--- config.mk ---
export PLATFORM = sky130hd
export DESIGN_NAME = kmh_ram
export DESIGN_NICKNAME = d
export VERILOG_FILES = /design/src/hdl/assert_macros.svh /design/src/hdl/kmh_ram.sv
export SDC_FILE = /design/constraint.sdc
export NUM_CORES = 1
export LEC_CHECK = 0
export BUFFER_PORTS_ARGS = -buffer_cell sky130_fd_sc_hd__buf_4
export CAP_MARGIN = 10
export CORE_ASPECT_RATIO = 1.25
export CORE_MARGIN = 8
export CORE_UTILIZATION = 50
export DETAILED_ROUTE_END_ITERATION = 8
export GPL_TIMING_DRIVEN = 0
export PLACE_DENSITY_LB_ADDON = 0.3
export SLEW_MARGIN = 20
export SYNTH_ARGS = -nofsm -noshare
export SYNTH_HDL_FRONTEND = slang
export SYNTH_SLANG_ARGS = --single-unit
--- constraint.sdc ---
create_clock -name clk -period 2.7 [get_ports clk]
set_input_delay 0.27 -clock clk [delete_from_list [all_inputs] [get_ports clk]]
set_output_delay 0.27 -clock clk [all_outputs]
set_load 0.05 [all_outputs]
--- src/hdl/assert_macros.svh ---
// assertion macros shared by the heap block
// no dependencies
`ifndef ASSERT_MACROS_SVH
`define ASSERT_MACROS_SVH
`ifndef SYNTHESIS
`define ASSERT_CLK(label, clk, rst, prop, msg) \
  label: assert property (@(posedge clk) disable iff (rst) prop) else $error(msg);
`define ASSERT_CLK_NR(label, clk, prop, msg) \
  label: assert property (@(posedge clk) prop) else $error(msg);
`else
`define ASSERT_CLK(label, clk, rst, prop, msg)
`define ASSERT_CLK_NR(label, clk, prop, msg)
`endif
`endif

--- src/hdl/kmh_ram.sv ---
// generic single-port-write, single-read RAM with registered read
// no dependencies
`timescale 1ns / 1ps
module kmh_ram #(
  parameter int Width = 8,
  parameter int Depth = 16
) (
  input  logic clk,
  input  logic we,
  input  logic [$clog2(Depth)-1:0] waddr,
  input  logic [Width-1:0] wdata,
  input  logic [$clog2(Depth)-1:0] raddr,
  output logic [Width-1:0] rdata
);
  logic [Width-1:0] mem [Depth];
  always_ff @(posedge clk) begin
    if (we) mem[waddr] <= wdata;
    rdata <= mem[raddr];
  end
endmodule

# --- After elaboration in Yosys (flattened, before gate mapping) ---
# Memory sizes are Yosys's and may differ from the RTL's. A register that Yosys moved wholly into a read port is not among the register bits.
# Cells that the tools add are included.
classes:
  n_lt_le_gt_ge: 0
  n_bitwise: 0
  n_mul: 0
  n_addsub: 0
  n_eq_ne: 0
  mux: 2
  n_reduce_logical: 0
  shift: 0
  n_div: 0
ops:
  columns: ["cell", "count"]
  rows:
  - ["1-bit two-way mux", 2]
totals:
  wordCells: 3
  mem_bits_ro: 0
  latchBits: 0
  ram_bits: 128
  mem_count: 1
  output_inout_bits: 8
  input_bits: 18
  reg_bits: 0
mem_list:
  columns: ["memory", "depth", "width", "rd", "rd_ports_with_merged_regs", "wr", "line", "text"]
  rows:
  - ["mem", 16, 8, 1, 1, 1, "kmh_ram.sv:15", "logic [Width-1:0] mem [Depth];"]

# --- Longest topological paths before layout ---
logic_depth:
  ltp_word: 2
  depth_mapped: 5
  depth_no_buf: 3

# --- Least setup slack after synthesis ---
# Ideal clock, no wire load.
synth_path:
  kind: "input to register"
  from: "input port waddr[2]"
  to: "memory mem[0][0], enable pin"
  stages: 2
  t_arrival_ps: 1380
  setup_time_ps: 383
  path_buffers: 0
  slack_ps: 937
  cell_sequence: "or3b_2 -> nor3_1"
synth_rtl:
  columns: ["element", "line", "text"]
  rows:
  - ["from (decl)", "kmh_ram.sv:10", "input logic [$clog2(Depth)-1:0] waddr,"]
  - ["to (decl)", "kmh_ram.sv:15", null]
# No word-level cell before the write port.

# --- Worst setup path in the final report ---
layout_path:
  from: "input port waddr[2]"
  to: "memory mem[3][2], enable pin"
# No word-level cell before the write port.

==> results.toml <==
[route]
wl_per_cell_um = 23.4
avgViaCountPerCell = 5.82
antenna_left = 0
first_pass_iters = 4
wirelength_mm = 9.69
drc = 0
vias = 2411
drt_iter0_drc = 236

[cells_and_area]
layout_common_cells = "edfxtp_1 (128), buf_4 (25), mux4_2 (18)"
fin_util = 0.612
final_nets = 290
layout_commonest_cell = "edfxtp_1"
antenna_cells = 0
drive_above_1_share = 0.305
syn2layout_area_growth_pct = 19.6

[clock_tree]
cts_resized = 0
cts_max_path_buffers = 2
clockRootBuffer = "clkbuf_16"
cts_buffers = 17
clk_pin_slew_ns = 0.06
ctsHoldBuffers = 0
postCtsSetupBuffers = 0
clk_latency_ns = 0.41
cts_tree = "done"
cts.sinks = 136
htreeDepth = 4

[floorplan]
die_area_sq_um = 13800
fp.dieH_um = 129
io_pins = 26
initial_core_util = 0.512
num_rows = 41
die_w_um = 107
core_area_sq_um = 10100

[global_route]
met2_usage = 0.242
grt_busiest_layer = "met2"
grtUsageTotal = 0.154
antenna_found_initial = 0
overflow = 0
grt_max_degree = 17
grt_pass1_wl_mm = 14.5
grt_pass1_vias = 2451
gr-usage-met3 = 0.0566
grt.met1_usage = 0.181

[synth]
ys_seq_area_frac = 0.778
synth_cells = 229
synth_area_sq_um = 5150
yosysWarnings = 0
ys_ff_latch = 136
avgSynthCellArea_sq_um = 22.5
synth_top_cell_by_area = "edfxtp_1"
yosys-top-cells-area = "edfxtp_1 (75%), mux4_2 (7.9%), mux4_1 (7.1%)"
synth_nets = 247
synth.distinct_cells = 19
synth_top_area_share = 0.747

[critical_path]
cp-start-kind = "primary input"
cp-end-kind = "flip-flop"
worstPathRequired_ns = 2.74
crit_slowest_cell = "nor2_1"
cp_cell_sequence = "buf_4 > or3b_2 > nor2_1"
cp.arrival_ns = 1.57
worstPathMaxFanout = 8
cp_slowest_stage_delay_ns = 0.65
crit_type = "in -> reg"

[pwr]
p_per_area_nw_per_um2 = 837
ir_drop_v = 0.000544
p_leak_uw = 0.00207

[timing]
setup_viol_count_final = 0
rsz0062_at_grt = "no"
timing.fmax_mhz = 654
finalHoldViolations = 0
relSlewSlack = 0.447
drv_slew = 0
finalCriticalPeriod_ns = 1.53
worst_slew_pin_slew_ns = 0.826
hold_ws_ns = 0.179
finalSetupTns_ns = 0
post-route-period-util = 0.567
fin_skew_ns = 0.00524

[placement]
gp_congestion = 0.851
dp_hpwl_mm = 6.10
port_buffers = 24

[worst_hold_path]
worstHoldPathType = "in -> reg"

[run_status]
status = "finished, final reports clean"

[job]
maxCapViolations = 0
==> logic make-up (layout without fill, tap and decap cells) <==
kind of cell / after synthesis / after routing / synth area share
flip-flops: 136 / 136 / 0.778
AND/OR/NAND/NOR: 35 / 35 / 0.0318
multiplexers: 32 / 32 / 0.150
AO/OA/AOI/OAI: 16 / 16 / 0.0233
buffers and inverters: 10 / 66 / 0.0168
==> report_power, final <==
group	internal (uW)	switching (uW)	total, uW	leakage, uW
sequential	2360	11.2	2370	0.00122
clock	1660	828	2490	0.000302
combinational	110	180	290	0.000539
total	4130	1020	5150	0.00207
==> final timing paths <==
kind | cells after the start | slack, ns | startpoint | to
max reg2reg | 3 | 1.21 | mem[1][2]$_DFFE_PP_ | rdata[2]$_DFF_P_
max | 3 | 1.17 | waddr[2] | mem[3][2]$_DFFE_PP_
min | 1 | 0.18 | wdata[5] | mem[6][5]$_DFFE_PP_
min reg2reg | 3 | 0.67 | mem[14][2]$_DFFE_PP_ | rdata[2]$_DFF_P_
==> sequential cells by signal, summed over array words and instances, names as in the netlist <==
name	count
mem	128
rdata	8
==> layer usage <==
| layer | vias to the layer above | part of all wire |
|---|---|---|
| met1 | 1246 | 0.41 |
| met5 | - | 0 |
| met3 | 18 | 0.059 |
| li1 | 1056 | - |
| met4 | 0 | 0.031 |
| met2 | 91 | 0.50 |
==> critical path: cells and delay by family <==
family / cells / cell delay (ns)
AND/OR/NAND/NOR: 2 / 1.17
buffers and inverters: 1 / 0.13
==> through the flow <==
step | cell area, sq um | setup slack (ns) | instances | total power (uW)
finish | 6150 | 1.17 | 414 | 5150
global route | 6150 | 1.09 | 414 | 5290
CTS | 6150 | 1.17 | 414 | 5180
detailed placement | 5510 | 0.729 | 382 | 2710
global placement | 5490 | 0.410 | 382 | 2700
floorplan | 5150 | 0.937 | 229 | 2580
==> synth_stat cells <==
cell / number
nor2_1: 13
or3b_2: 1
a22oi_1: 16
buf_6: 3
clkdlybuf4s25_2: 3
mux4_2: 18
dfxtp_1: 8
and2b_1: 1
nor3_1: 4
and2_1: 1
nand3b_1: 2
nand2_1: 9
edfxtp_1: 128
nand3_1: 1
mux4_1: 14
buf_4: 1
buf_2: 3
nor2b_1: 1
nand2b_1: 2
==> final cells by class <==
class                           instances  area, sq um
Clock buffer                           20          447
Clock inverter                         12          199
Sequential cell                       136         4000
Timing Repair Buffer                   24          180
Fill cell                             747         3900
Tap cell                              129          161
Buffer                                 10         86.3
Multi-Input combinational cell         83         1080
No activity file was read; power rests on OpenSTA's default activity.
